[src/hdl/its_pkg.sv]
// Shared types and constants of the IPv4 text scanner.
// No dependencies; imported by every module of the block.
package its_pkg;

	localparam int N_CELLS      = 16;
	localparam int N_GRP        = N_CELLS / 4;
	localparam int OUT_SIZE     = 16;
	localparam int LINE_MAX_DEF = 1024;
	localparam int FQ_DEPTH     = 4;
	localparam int RQ_DEPTH     = 2;

	localparam logic [7:0] CH_ZERO  = 8'h00;
	localparam logic [7:0] CH_DOT   = 8'h2E;
	localparam logic [7:0] CH_DIG0  = 8'h30;
	localparam logic [7:0] CH_DIG9  = 8'h39;

	// classified character, as queued between front and back
	typedef struct packed {
		logic       eol;
		logic       dig;
		logic       dot;
		logic [3:0] dval;
	} chr_t;

	// one line result
	typedef struct packed {
		logic        found;
		logic [31:0] octets;
		logic [9:0]  start;
		logic [3:0]  len;
	} res_t;

endpackage

[src/hdl/its_front.sv]
// Front end: classifies incoming characters and queues them for the cell array.
// Depends on its_pkg (chr_t, FQ_DEPTH, character constants).
module its_front (
	input  logic          clk,
	input  logic          arst_n,
	input  logic          push,
	input  logic [7:0]    text_char,
	output logic          full,
	output logic          out_valid,
	output its_pkg::chr_t out_chr,
	input  logic          out_pop
);
	import its_pkg::*;

	localparam int PW = $clog2(FQ_DEPTH);
	localparam int CW = $clog2(FQ_DEPTH + 1);

	chr_t          mem_q [FQ_DEPTH];
	logic [PW-1:0] wr_ptr_q;
	logic [PW-1:0] rd_ptr_q;
	logic [CW-1:0] cnt_q;
	chr_t          cls;
	logic [7:0]    diff;
	logic          wr_en;
	logic          rd_en;

	always_comb begin
		diff     = text_char - CH_DIG0;
		cls.eol  = (text_char == CH_ZERO);
		cls.dig  = (text_char >= CH_DIG0) && (text_char <= CH_DIG9);
		cls.dot  = (text_char == CH_DOT);
		cls.dval = diff[3:0];
	end

	assign full      = (cnt_q == CW'(FQ_DEPTH));
	assign out_valid = (cnt_q != '0);
	assign out_chr   = mem_q[rd_ptr_q];
	assign wr_en     = push && !full;
	assign rd_en     = out_pop && out_valid;

	always_ff @(posedge clk or negedge arst_n) begin
		if (!arst_n) begin
			wr_ptr_q <= '0;
			rd_ptr_q <= '0;
			cnt_q    <= '0;
		end else begin
			if (wr_en) wr_ptr_q <= wr_ptr_q + PW'(1);
			if (rd_en) rd_ptr_q <= rd_ptr_q + PW'(1);
			if (wr_en && !rd_en) cnt_q <= cnt_q + CW'(1);
			else if (rd_en && !wr_en) cnt_q <= cnt_q - CW'(1);
		end
	end

	always_ff @(posedge clk) begin
		if (wr_en) mem_q[wr_ptr_q] <= cls;
	end

endmodule

[src/hdl/its_cells.sv]
// Back end, first stage: array of candidate cells, one per address start in flight.
// Depends on its_pkg (chr_t, N_CELLS, OUT_SIZE).
module its_cells #(
	parameter int LINE_MAX = its_pkg::LINE_MAX_DEF,
	parameter int SW       = $clog2(LINE_MAX)
) (
	input  logic                 clk,
	input  logic                 arst_n,
	input  logic                 en,
	input  logic                 in_valid,
	input  its_pkg::chr_t        in_chr,
	output logic                 vld_s1,
	output logic                 eol_s1,
	output logic [its_pkg::N_CELLS-1:0] off_s1,
	output logic [SW-1:0]        start_s1 [its_pkg::N_CELLS],
	output logic [3:0]           len_s1   [its_pkg::N_CELLS],
	output logic [31:0]          oct_s1   [its_pkg::N_CELLS]
);
	import its_pkg::*;

	localparam logic [1:0] LAST_GRP = 2'd3;
	localparam logic [1:0] MAX_DIGS = 2'd3;

	logic [N_CELLS-1:0] live_q, live_n;
	logic [N_CELLS-1:0] nz_q, nz_n;
	logic [1:0]         grp_q  [N_CELLS];
	logic [1:0]         grp_n  [N_CELLS];
	logic [1:0]         digs_q [N_CELLS];
	logic [1:0]         digs_n [N_CELLS];
	logic [3:0]         len_q  [N_CELLS];
	logic [3:0]         len_n  [N_CELLS];
	logic [9:0]         val_q  [N_CELLS];
	logic [9:0]         val_n  [N_CELLS];
	logic [SW-1:0]      start_q [N_CELLS];
	logic [SW-1:0]      start_n [N_CELLS];
	logic [7:0]         oct_q  [N_CELLS][3];
	logic [7:0]         oct_n  [N_CELLS][3];
	logic [N_CELLS-1:0] off_c;
	logic [SW-1:0]      pos_q;
	logic               step;

	assign step = en && in_valid;

	always_comb begin
		logic taken;
		live_n  = live_q;
		nz_n    = nz_q;
		grp_n   = grp_q;
		digs_n  = digs_q;
		len_n   = len_q;
		val_n   = val_q;
		start_n = start_q;
		oct_n   = oct_q;
		off_c   = '0;
		taken   = 1'b0;
		for (int i = 0; i < N_CELLS; i++) begin
			if (in_valid && live_q[i]) begin
				if (in_chr.dig && digs_q[i] != MAX_DIGS) begin
					val_n[i]  = 10'((val_q[i] << 3) + (val_q[i] << 1) + 10'(in_chr.dval));
					digs_n[i] = digs_q[i] + 2'd1;
					len_n[i]  = len_q[i] + 4'd1;
				end else if (digs_q[i] == 2'd0 || val_q[i] > 10'd255) begin
					live_n[i] = 1'b0;
				end else if (grp_q[i] != LAST_GRP) begin
					if (!in_chr.dot) begin
						live_n[i] = 1'b0;
					end else begin
						nz_n[i]              = nz_q[i] || (val_q[i] != 10'd0);
						oct_n[i][grp_q[i]]   = val_q[i][7:0];
						grp_n[i]             = grp_q[i] + 2'd1;
						val_n[i]             = 10'd0;
						digs_n[i]            = 2'd0;
						len_n[i]             = len_q[i] + 4'd1;
					end
				end else begin
					// fourth group closed: offer unless a digit follows or all four groups are zero
					off_c[i]  = !in_chr.dig && (nz_q[i] || val_q[i] != 10'd0) &&
					            ({1'b0, len_q[i]} < 5'(OUT_SIZE));
					live_n[i] = 1'b0;
				end
			end
		end
		if (in_valid && in_chr.eol) begin
			live_n = '0;
		end else if (in_valid && in_chr.dig) begin
			// open a new start in the lowest free cell
			for (int i = 0; i < N_CELLS; i++) begin
				if (!taken && !live_n[i]) begin
					taken      = 1'b1;
					live_n[i]  = 1'b1;
					nz_n[i]    = 1'b0;
					grp_n[i]   = 2'd0;
					digs_n[i]  = 2'd1;
					len_n[i]   = 4'd1;
					val_n[i]   = 10'(in_chr.dval);
					start_n[i] = pos_q;
				end
			end
		end
	end

	always_ff @(posedge clk or negedge arst_n) begin
		if (!arst_n) begin
			live_q <= '0;
			pos_q  <= '0;
			vld_s1 <= 1'b0;
			off_s1 <= '0;
		end else if (en) begin
			vld_s1 <= in_valid;
			off_s1 <= off_c;
			if (in_valid) begin
				live_q <= live_n;
				if (in_chr.eol) pos_q <= '0;
				else if (pos_q != SW'(LINE_MAX - 1)) pos_q <= pos_q + SW'(1);
			end
		end
	end

	always_ff @(posedge clk) begin
		if (step) begin
			nz_q    <= nz_n;
			grp_q   <= grp_n;
			digs_q  <= digs_n;
			len_q   <= len_n;
			val_q   <= val_n;
			start_q <= start_n;
			oct_q   <= oct_n;
		end
		if (en) begin
			eol_s1 <= in_chr.eol;
			for (int i = 0; i < N_CELLS; i++) begin
				start_s1[i] <= start_q[i];
				len_s1[i]   <= len_q[i];
				oct_s1[i]   <= {oct_q[i][0], oct_q[i][1], oct_q[i][2], val_q[i][7:0]};
			end
		end
	end

endmodule

[src/hdl/its_pick.sv]
// Back end, later stages: registered min tree over offering cells and best-match register.
// Depends on its_pkg (res_t, N_CELLS, N_GRP).
module its_pick #(
	parameter int SW = $clog2(its_pkg::LINE_MAX_DEF)
) (
	input  logic                 clk,
	input  logic                 arst_n,
	input  logic                 rq_full,
	input  logic                 vld_s1,
	input  logic                 eol_s1,
	input  logic [its_pkg::N_CELLS-1:0] off_s1,
	input  logic [SW-1:0]        start_s1 [its_pkg::N_CELLS],
	input  logic [3:0]           len_s1   [its_pkg::N_CELLS],
	input  logic [31:0]          oct_s1   [its_pkg::N_CELLS],
	output logic                 en,
	output logic                 rq_push,
	output its_pkg::res_t        rq_din
);
	import its_pkg::*;

	localparam int SWX = (SW > 10) ? SW : 10;

	typedef struct packed {
		logic          v;
		logic [SW-1:0] start;
		logic [3:0]    len;
		logic [31:0]   oct;
	} cand_t;

	// earlier start wins; on a tie the lower cell wins
	function automatic cand_t pick2(input cand_t a, input cand_t b);
		return (a.v && (!b.v || a.start <= b.start)) ? a : b;
	endfunction

	cand_t             cand   [N_CELLS];
	cand_t             grp_c  [N_GRP];
	cand_t             grp_s2 [N_GRP];
	cand_t             win_c;
	cand_t             win_s3;
	logic              vld_s2, eol_s2;
	logic              vld_s3, eol_s3;
	logic              best_found_q;
	logic [SW-1:0]     best_start_q;
	logic [3:0]        best_len_q;
	logic [31:0]       best_oct_q;
	logic              take;
	logic              nf;
	logic [SW-1:0]     ns;
	logic [SWX-1:0]    ns_x;

	always_comb begin
		for (int i = 0; i < N_CELLS; i++) begin
			cand[i].v     = off_s1[i];
			cand[i].start = start_s1[i];
			cand[i].len   = len_s1[i];
			cand[i].oct   = oct_s1[i];
		end
		for (int g = 0; g < N_GRP; g++)
			grp_c[g] = pick2(pick2(cand[4*g], cand[4*g+1]), pick2(cand[4*g+2], cand[4*g+3]));
		win_c = pick2(pick2(grp_s2[0], grp_s2[1]), pick2(grp_s2[2], grp_s2[3]));
	end

	// hold the whole back end only when a line result cannot enter the queue
	assign en      = !(vld_s3 && eol_s3 && rq_full);
	assign take    = vld_s3 && win_s3.v && (!best_found_q || win_s3.start < best_start_q);
	assign rq_push = en && vld_s3 && eol_s3;
	assign nf      = take || best_found_q;
	assign ns      = take ? win_s3.start : best_start_q;
	assign ns_x    = SWX'(ns);

	always_comb begin
		rq_din.found  = nf;
		rq_din.octets = nf ? (take ? win_s3.oct : best_oct_q) : 32'd0;
		rq_din.start  = nf ? ns_x[9:0] : 10'd0;
		rq_din.len    = nf ? (take ? win_s3.len : best_len_q) : 4'd0;
	end

	always_ff @(posedge clk or negedge arst_n) begin
		if (!arst_n) begin
			vld_s2       <= 1'b0;
			vld_s3       <= 1'b0;
			best_found_q <= 1'b0;
		end else if (en) begin
			vld_s2 <= vld_s1;
			vld_s3 <= vld_s2;
			if (vld_s3 && eol_s3) best_found_q <= 1'b0;
			else if (take) best_found_q <= 1'b1;
		end
	end

	always_ff @(posedge clk) begin
		if (en) begin
			eol_s2 <= eol_s1;
			eol_s3 <= eol_s2;
			grp_s2 <= grp_c;
			win_s3 <= win_c;
			if (take) begin
				best_start_q <= win_s3.start;
				best_len_q   <= win_s3.len;
				best_oct_q   <= win_s3.oct;
			end
		end
	end

endmodule

[src/hdl/its_rq.sv]
// Result queue: holds finished line results until the consumer pops them.
// Depends on its_pkg (res_t, RQ_DEPTH).
module its_rq (
	input  logic          clk,
	input  logic          arst_n,
	input  logic          wr,
	input  its_pkg::res_t din,
	output logic          full,
	output logic          empty,
	input  logic          rd,
	output its_pkg::res_t dout
);
	import its_pkg::*;

	localparam int PW = $clog2(RQ_DEPTH);
	localparam int CW = $clog2(RQ_DEPTH + 1);

	res_t          mem_q [RQ_DEPTH];
	logic [PW-1:0] wr_ptr_q;
	logic [PW-1:0] rd_ptr_q;
	logic [CW-1:0] cnt_q;
	logic          wr_en;
	logic          rd_en;

	assign full  = (cnt_q == CW'(RQ_DEPTH));
	assign empty = (cnt_q == '0);
	assign dout  = mem_q[rd_ptr_q];
	assign wr_en = wr && !full;
	assign rd_en = rd && !empty;

	always_ff @(posedge clk or negedge arst_n) begin
		if (!arst_n) begin
			wr_ptr_q <= '0;
			rd_ptr_q <= '0;
			cnt_q    <= '0;
		end else begin
			if (wr_en) wr_ptr_q <= wr_ptr_q + PW'(1);
			if (rd_en) rd_ptr_q <= rd_ptr_q + PW'(1);
			if (wr_en && !rd_en) cnt_q <= cnt_q + CW'(1);
			else if (rd_en && !wr_en) cnt_q <= cnt_q - CW'(1);
		end
	end

	always_ff @(posedge clk) begin
		if (wr_en) mem_q[wr_ptr_q] <= din;
	end

endmodule

[src/hdl/ipv4_text_scanner_unit.sv]
// Channel   Handshake      Payload
// text in   push / full    text_char[7:0]
// result    pop / empty    found, octet_first..octet_fourth, match_start[9:0],
//                          match_length[3:0]
//
// One character is taken every cycle while the front queue has room; the cell array
// updates all 16 starts at once. A line result passes from its zero byte through
// the front queue, the cell stage, two min-tree stages and the result queue.
// Reset clears all cells, the position count and the best match; the queues empty.
// The back end holds only when a line result meets a full result queue;
// the front queue keeps taking characters until it fills.
// Top level of the IPv4 text scanner; depends on its_pkg, its_front, its_cells,
// its_pick and its_rq.
module ipv4_text_scanner_unit #(
	parameter int LINE_MAX = its_pkg::LINE_MAX_DEF
) (
	input  logic       clk,
	input  logic       arst_n,
	input  logic       push,
	output logic       full,
	input  logic [7:0] text_char,
	output logic       empty,
	input  logic       pop,
	output logic       found,
	output logic [7:0] octet_first,
	output logic [7:0] octet_second,
	output logic [7:0] octet_third,
	output logic [7:0] octet_fourth,
	output logic [9:0] match_start,
	output logic [3:0] match_length
);
	import its_pkg::*;

	localparam int SW = $clog2(LINE_MAX);

	chr_t               fq_chr;
	logic               fq_valid;
	logic               en;
	logic               vld_s1;
	logic               eol_s1;
	logic [N_CELLS-1:0] off_s1;
	logic [SW-1:0]      start_s1 [N_CELLS];
	logic [3:0]         len_s1   [N_CELLS];
	logic [31:0]        oct_s1   [N_CELLS];
	logic               rq_push;
	logic               rq_full;
	res_t               rq_din;
	res_t               rq_dout;

	its_front u_front (
		.clk       (clk),
		.arst_n    (arst_n),
		.push      (push),
		.text_char (text_char),
		.full      (full),
		.out_valid (fq_valid),
		.out_chr   (fq_chr),
		.out_pop   (en)
	);

	its_cells #(
		.LINE_MAX (LINE_MAX),
		.SW       (SW)
	) u_cells (
		.clk      (clk),
		.arst_n   (arst_n),
		.en       (en),
		.in_valid (fq_valid),
		.in_chr   (fq_chr),
		.vld_s1   (vld_s1),
		.eol_s1   (eol_s1),
		.off_s1   (off_s1),
		.start_s1 (start_s1),
		.len_s1   (len_s1),
		.oct_s1   (oct_s1)
	);

	its_pick #(
		.SW (SW)
	) u_pick (
		.clk      (clk),
		.arst_n   (arst_n),
		.rq_full  (rq_full),
		.vld_s1   (vld_s1),
		.eol_s1   (eol_s1),
		.off_s1   (off_s1),
		.start_s1 (start_s1),
		.len_s1   (len_s1),
		.oct_s1   (oct_s1),
		.en       (en),
		.rq_push  (rq_push),
		.rq_din   (rq_din)
	);

	its_rq u_rq (
		.clk    (clk),
		.arst_n (arst_n),
		.wr     (rq_push),
		.din    (rq_din),
		.full   (rq_full),
		.empty  (empty),
		.rd     (pop),
		.dout   (rq_dout)
	);

	assign found        = rq_dout.found;
	assign octet_first  = rq_dout.octets[31:24];
	assign octet_second = rq_dout.octets[23:16];
	assign octet_third  = rq_dout.octets[15:8];
	assign octet_fourth = rq_dout.octets[7:0];
	assign match_start  = rq_dout.start;
	assign match_length = rq_dout.len;

endmodule

[config.mk]
export PLATFORM = sky130hd
export DESIGN_NAME = ipv4_text_scanner_unit
export DESIGN_NICKNAME = d
export VERILOG_FILES = /design/src/hdl/its_pkg.sv /design/src/hdl/its_front.sv /design/src/hdl/its_cells.sv /design/src/hdl/its_pick.sv /design/src/hdl/its_rq.sv /design/src/hdl/ipv4_text_scanner_unit.sv
export SDC_FILE = /design/constraint.sdc
export NUM_CORES = 2
export LEC_CHECK = 0
export ABC_CLOCK_PERIOD_IN_PS = 46300
export BUFFER_PORTS_ARGS = -buffer_cell sky130_fd_sc_hd__buf_2
export CAP_MARGIN = 20
export CORE_ASPECT_RATIO = 2
export CORE_UTILIZATION = 50
export DETAILED_ROUTE_END_ITERATION = 6
export GPL_TIMING_DRIVEN = 1
export PLACE_DENSITY_LB_ADDON = 0.1
export SLEW_MARGIN = 20
export SYNTH_ARGS = -nofsm -noshare
export SYNTH_HDL_FRONTEND = slang
export SYNTH_SLANG_ARGS = --single-unit
[constraint.sdc]
create_clock -name clk -period 46.3 [get_ports clk]
set_clock_uncertainty 0.05 [all_clocks]
set_input_delay 4.63 -clock clk [delete_from_list [all_inputs] [get_ports clk]]
set_output_delay 4.63 -clock clk [all_outputs]
set_load 0.005 [all_outputs]
# Word level (Yosys, flattened, before mapping)
# Memories as Yosys holds them, arrays and structs flattened.
# Cells that the tools add are included.
# op_classes
reduce_logical	289
eq_ne	36
magnitude_cmp	66
n_mux	777
bitwise	51
addsub	90
# op_table
op	n
10-bit two-way mux	100
47-bit two-way mux	15
4-bit two-way mux	98
2-bit two-way mux	194
24-bit bitwise mux	16
160-bit two-way mux	2
1-bit two-way mux	306
8-bit demux with 2-bit select	16
32-bit two-way mux	6
10-bit adder	16
10-bit by 4-bit adder with 10-bit output	16
10-bit by 8-bit > comparator with 1-bit output (second input constant)	16
10-bit nonzero test	16
10-bit less-or-equal comparator	15
64-bit two-way mux	2
8-bit two-way mux	16
1-bit logical AND	111
6-bit AND reduction	16
2-bit by 1-bit adder with 2-bit output (second input constant)	35
4-bit by 1-bit adder with 4-bit output (second input constant)	16
16-bit two-way mux	4
2-bit != test (second input constant)	32
4-bit AND reduction	16
1-bit logical NOT	55
other kinds (25)	174
# totals
ff_bits	1925
word_cells	1527
ram_bits	122
mem_count	2
# memory_table
memory	words	width	read_ports	rd_ports_with_merged_regs	wr	line_no	rtl
u_rq.mem_q	2	47	1	0	1	its_rq.sv:18	res_t mem_q [RQ_DEPTH];
u_front.mem_q	4	7	1	0	1	its_front.sv:18	chr_t mem_q [FQ_DEPTH];

# Logic depth before layout (Yosys ltp)
# An unclocked memory read counts as a cell.
# depth
word_depth	84
depth_mapped	21
mapped_depth_nobuf	17

# Cells and area by module
# From an unflattened synthesis, not the netlist that was laid out.
# hier_totals
cells_unflattened	6021
hier_area_um2	90604.4
# by_module_without_submodules
module	area_per_inst_um2	seq_area_each_um2	instances	cells_per_inst
its_cells	63771.2	48671.7	1	3774
its_pick	21672.0	8573.2	1	2001
its_rq	3667.3	2922.8	1	165
its_front	1493.9	1016.0	1	81

# Worst setup path after synthesis
# OpenSTA, ideal clock, no wires.
# synth_timing
path_type	register -> register
from	register u_rq.cnt_q[0]
to	register u_cells.start_q[130] (netlist name), enable pin
path_slack_ps	13936
required_ps	45879
setup_ps	371
t_arrival_ps	31943
n_path_buf	3
stages_incl_launch_ff	7
cell_sequence	dfrtp_1 -> and4b_1 -> clkbuf_1 -> inv_1 -> clkbuf_1 -> clkbuf_1 -> and3_1
# synth_via
elab_chain_cells	5
# synth_rtl
element	line_no	rtl
start: declaration	its_rq.sv:21	logic [CW-1:0] cnt_q;
start signal: assignment	its_rq.sv:39	if (wr_en && !rd_en) cnt_q <= cnt_q + CW'(1);
start signal: assignment	its_rq.sv:40	else if (rd_en && !wr_en) cnt_q <= cnt_q - CW'(1);
2-bit equality test	its_rq.sv:25	assign full = (cnt_q == CW'(RQ_DEPTH));
1-bit logical AND	its_pick.sv:64	assign en = !(vld_s3 && eol_s3 && rq_full);
1-bit logical NOT	its_pick.sv:64	
1-bit logical AND	its_cells.sv:42	assign step = en && in_valid;
4-bit AND reduction (no line)	-	
end signal: assignment	its_cells.sv:126	start_q <= start_n;
end: declaration	its_cells.sv:34	logic [SW-1:0] start_q [N_CELLS];
# No other way between the ends.
# A chain may end at the register's enable or synchronous reset.

# Worst setup path in the final report
# layout_timing
from	register u_rq.rd_ptr_q
to	output port octet_second[5]
# layout_via
elab_chain_cells	1
# layout_rtl
element	line_no	rtl
start: declaration	its_rq.sv:20	logic [PW-1:0] rd_ptr_q;
start signal: assignment	its_rq.sv:38	if (rd_en) rd_ptr_q <= rd_ptr_q + PW'(1);
memory read 2 x 47 bit	-	
end: declaration	ipv4_text_scanner_unit.sv:26	output logic [7:0] octet_second,
# No other way between the ends.

==> impl_metrics.json <==
{
  "status": "finished, violations left",
  "violations": "design-rule violations",
  "syn_area_per_cell_um2": 15.3,
  "synth_edf_count": 1990,
  "cts_root_buffer": "clkbuf_16",
  "layout-drive-gt1-share_pct": 9.39,
  "syn-num-nets": 6430,
  "coreArea_um2": 178000,
  "wl_um": 235000,
  "grt_pass1_wl_um": 337000,
  "yosysWarnings": 0,
  "period_share_pct": 15.3,
  "globalplace.congestion": 0.875,
  "top_usage_layer": "met2",
  "power.leakage_nw": 39.9,
  "synth.yosys.seq_area_share_pct": 68.2,
  "cts_tree": "yes",
  "slew_viol_final": 0,
  "die_h_um": 601,
  "ir_drop_mv": 0.0354,
  "synth_top_cell_by_area": "edfxtp_1",
  "power.density_nw_per_um2": 69.4,
  "ant_nets": 0,
  "rrSetupSlack_ns": 40.74,
  "routed_via_density": 5.78,
  "final_cell_mix": "1990 x edfxtp_1, 739 x mux2i_1, 502 x ha_1",
  "fp.dieW_um": 302,
  "synth_adder_area_share_pct": 7.73,
  "vias": 49200,
  "clock_latency_ns": 0.82,
  "cp_data_arrival_time_ns": 2.42,
  "io_pins": 61,
  "crit_start": "u_rq.rd_ptr_q",
  "max_freq_mhz": 141,
  "crit_fanout": 48,
  "die-area_um2": 181000,
  "wl_per_cell_um": 27.7,
  "synth_compound_area_share_pct": 5.69,
  "final_common_cell": "edfxtp_1",
  "synth-async-reset-ratio_pct": 2.78,
  "timing.max_cap.violations": 0,
  "synth_area_um2": 89800,
  "rows": 219,
  "globalRouteMet3Util_pct": 2.56,
  "grt_pass1_vias": 50000,
  "layout_min_cycle_time_ns": 7.10,
  "clock_sinks": 2047,
  "timing.rr.end": "u_cells.oct_s1[213]",
  "setup-tns-final_ns": 0,
  "grt_max_degree": 163,
  "muxShareOfSynthArea_pct": 8.99,
  "dp_hpwl_um": 169000,
  "fin_area_um2": 99500,
  "fin_hold_ws_ns": 0.343,
  "start_util_pct": 50.4,
  "dpl_cell_area_um2": 93500,
  "synth.area.top_cells": "edfxtp_1 67%, mux2i_1 8.2%, ha_1 7.0%",
  "grt_use_met2_pct": 48.4,
  "ys.flop_type": "edfxtp_1",
  "critPathRequiredTime_ns": 41.62,
  "yosys.area_share.simple_pct": 5.48,
  "tightest_slew_ns": 1.16,
  "final_nets": 6592,
  "grt_overflow": 0,
  "antenna_found_initial": 6,
  "start_kind": "flop",
  "io_buffers": 60,
  "ctsResizeCount": 0,
  "relSlewSlack_pct": 22.5,
  "synth_top_family_by_area": "multiplexers",
  "clk_pin_slew_ns": 0.07,
  "r2r_start": "u_pick.vld_s3",
  "drcViolationCount": 17,
  "final-setup-viol-count": 0,
  "grtUsageMet1_pct": 27.4,
  "syn_inst": 5883,
  "synthToLayoutAreaGrowth_pct": 10.9,
  "end_kind": "output pin",
  "synth_xor_area_share_pct": 1.85,
  "grt_usage_pct": 26.0,
  "final-hold-violation-count": 0,
  "cts.path.max_buffers": 4,
  "first_iter_violations": 3648,
  "hold_buffers": 0,
  "htree_levels": 4,
  "endpoint": "octet_second[5]",
  "ff2ff_path_depth": 7,
  "postCtsSetupBuffers": 0,
  "synth_seq_cells": 2047,
  "rsz0062_at_grt": "false",
  "cts_inserted_buffers": 181,
  "worstSetupPathType": "reg2out",
  "yosysTopAreaCellShare_pct": 66.6,
  "synth_cell_types": 75,
  "first_pass_iters": 7,
  "hold_path.class": "reg2reg"
}
## synth_stat cells, drive strengths merged, types with 10 or more instances
master and n:
a2111oi 14, a211o 12, a21o 80, a21oi 282, a221oi 40, a22oi 42
and2 34, and3 60, buf 68, clkbuf 128, dfrtp 57, edfxtp 1990
fa 33, ha 502, inv 292, mux2 52, mux2i 739, nand2 225
nand2b 14, nand3 111, nand4 47, nor2 314, nor2b 31, nor3 79
nor3b 10, nor4 46, o2111ai 14, o211a 12, o21a 13, o21ai 185
o21bai 35, o22ai 15, o31ai 11, or3 22, xnor2 141, xor2 49
## how the worst min path moves through the flow
stage                              startpoint              endpoint  slack, ns  cells past startpoint
after global routing      u_cells.start_q[68]  u_cells.start_s1[68]       0.35                      0
final                       u_cells.oct_q[87]   u_cells.oct_s1[119]       0.34                      0
after global placement     u_cells.oct_q[299]   u_cells.oct_s1[403]       0.35                      0
after CTS                 u_cells.start_q[68]  u_cells.start_s1[68]       0.35                      0
after detailed placement     u_cells.oct_q[2]    u_cells.oct_s1[10]       0.35                      0
after floorplan             u_cells.oct_q[72]   u_cells.oct_s1[104]       0.35                      0
## critical path: stages (launching register included)
cell and delay, ns:
dfrtp_2 1.03, mux2_2 0.42, buf_2 0.13
## layer usage
layer | vias to the layer above | wire, um | share of wire (%)
met5 | - | 13 | 0.0055
met4 | 2 | 18100 | 7.7
met3 | 510 | 7900 | 3.4
met2 | 1232 | 128000 | 54
met1 | 24800 | 81300 | 35
li1 | 22700 | - | -
## through the flow
step | util [%] | instances | worst slack (ns) | total power [mW]
after global placement | 52.5 | 8180 | 39.75 | 5.31
final | 55.9 | 8513 | 39.20 | 6.91
after floorplan | - | 5883 | 13.94 | 4.74
after detailed placement | 52.5 | 8182 | 39.75 | 5.39
after global routing | 55.9 | 8513 | 39.03 | 7.27
after CTS | 55.9 | 8509 | 39.08 | 6.95
## final cells by class
cell class,count,area [um2]
Antenna cell,4,10.0
Clock inverter,124,1370
Tap cell,2320,2900
Fill cell,14200,78600
Sequential cell,2047,61200
Multi-Input combinational cell,3347,27000
Timing Repair Buffer,175,1210
Inverter,293,1110
Clock buffer,203,4690
## power by group
| part | internal, mW | total [mW] | switching [mW] | leakage (nW) |
|---|---|---|---|---|
| clock network | 0.881 | 1.57 | 0.684 | 2.94 |
| logic | 0.843 | 2.18 | 1.34 | 16.3 |
| registers | 2.73 | 3.16 | 0.432 | 20.6 |
## state kept, by name (all words and copies together), names as in the netlist, 3 cells and up
signal / cells
u_cells.val_q: 160
u_cells.nz_q: 16
u_pick.best_start_q: 10
u_cells.grp_q: 32
u_cells.start_q: 160
u_front.cnt_q: 3
u_front.mem_q: 28
u_cells.len_s1: 64
u_cells.oct_s1: 512
u_cells.len_q: 64
u_pick.grp_s2: 188
u_cells.oct_q: 384
u_cells.live_q: 16
u_rq.mem_q: 94
u_cells.off_s1: 16
u_cells.start_s1: 160
u_pick.win_s3: 47
u_pick.best_oct_q: 32
u_cells.digs_q: 32
u_pick.best_len_q: 4
u_cells.pos_q: 10
## kinds of logic (layout without fill, tap and decap cells)
logic type,after synthesis,in the layout
and+or+nand+nor,1018,1018
adders and majority gates,535,535
muxes,795,795
AOI/OAI and AO/OA,809,809
other,0,4
DFF,2047,2047
buffers and inverters,489,795
xor gates and xnor gates,190,190
Note: power is estimated with default switching activity, not from simulation.
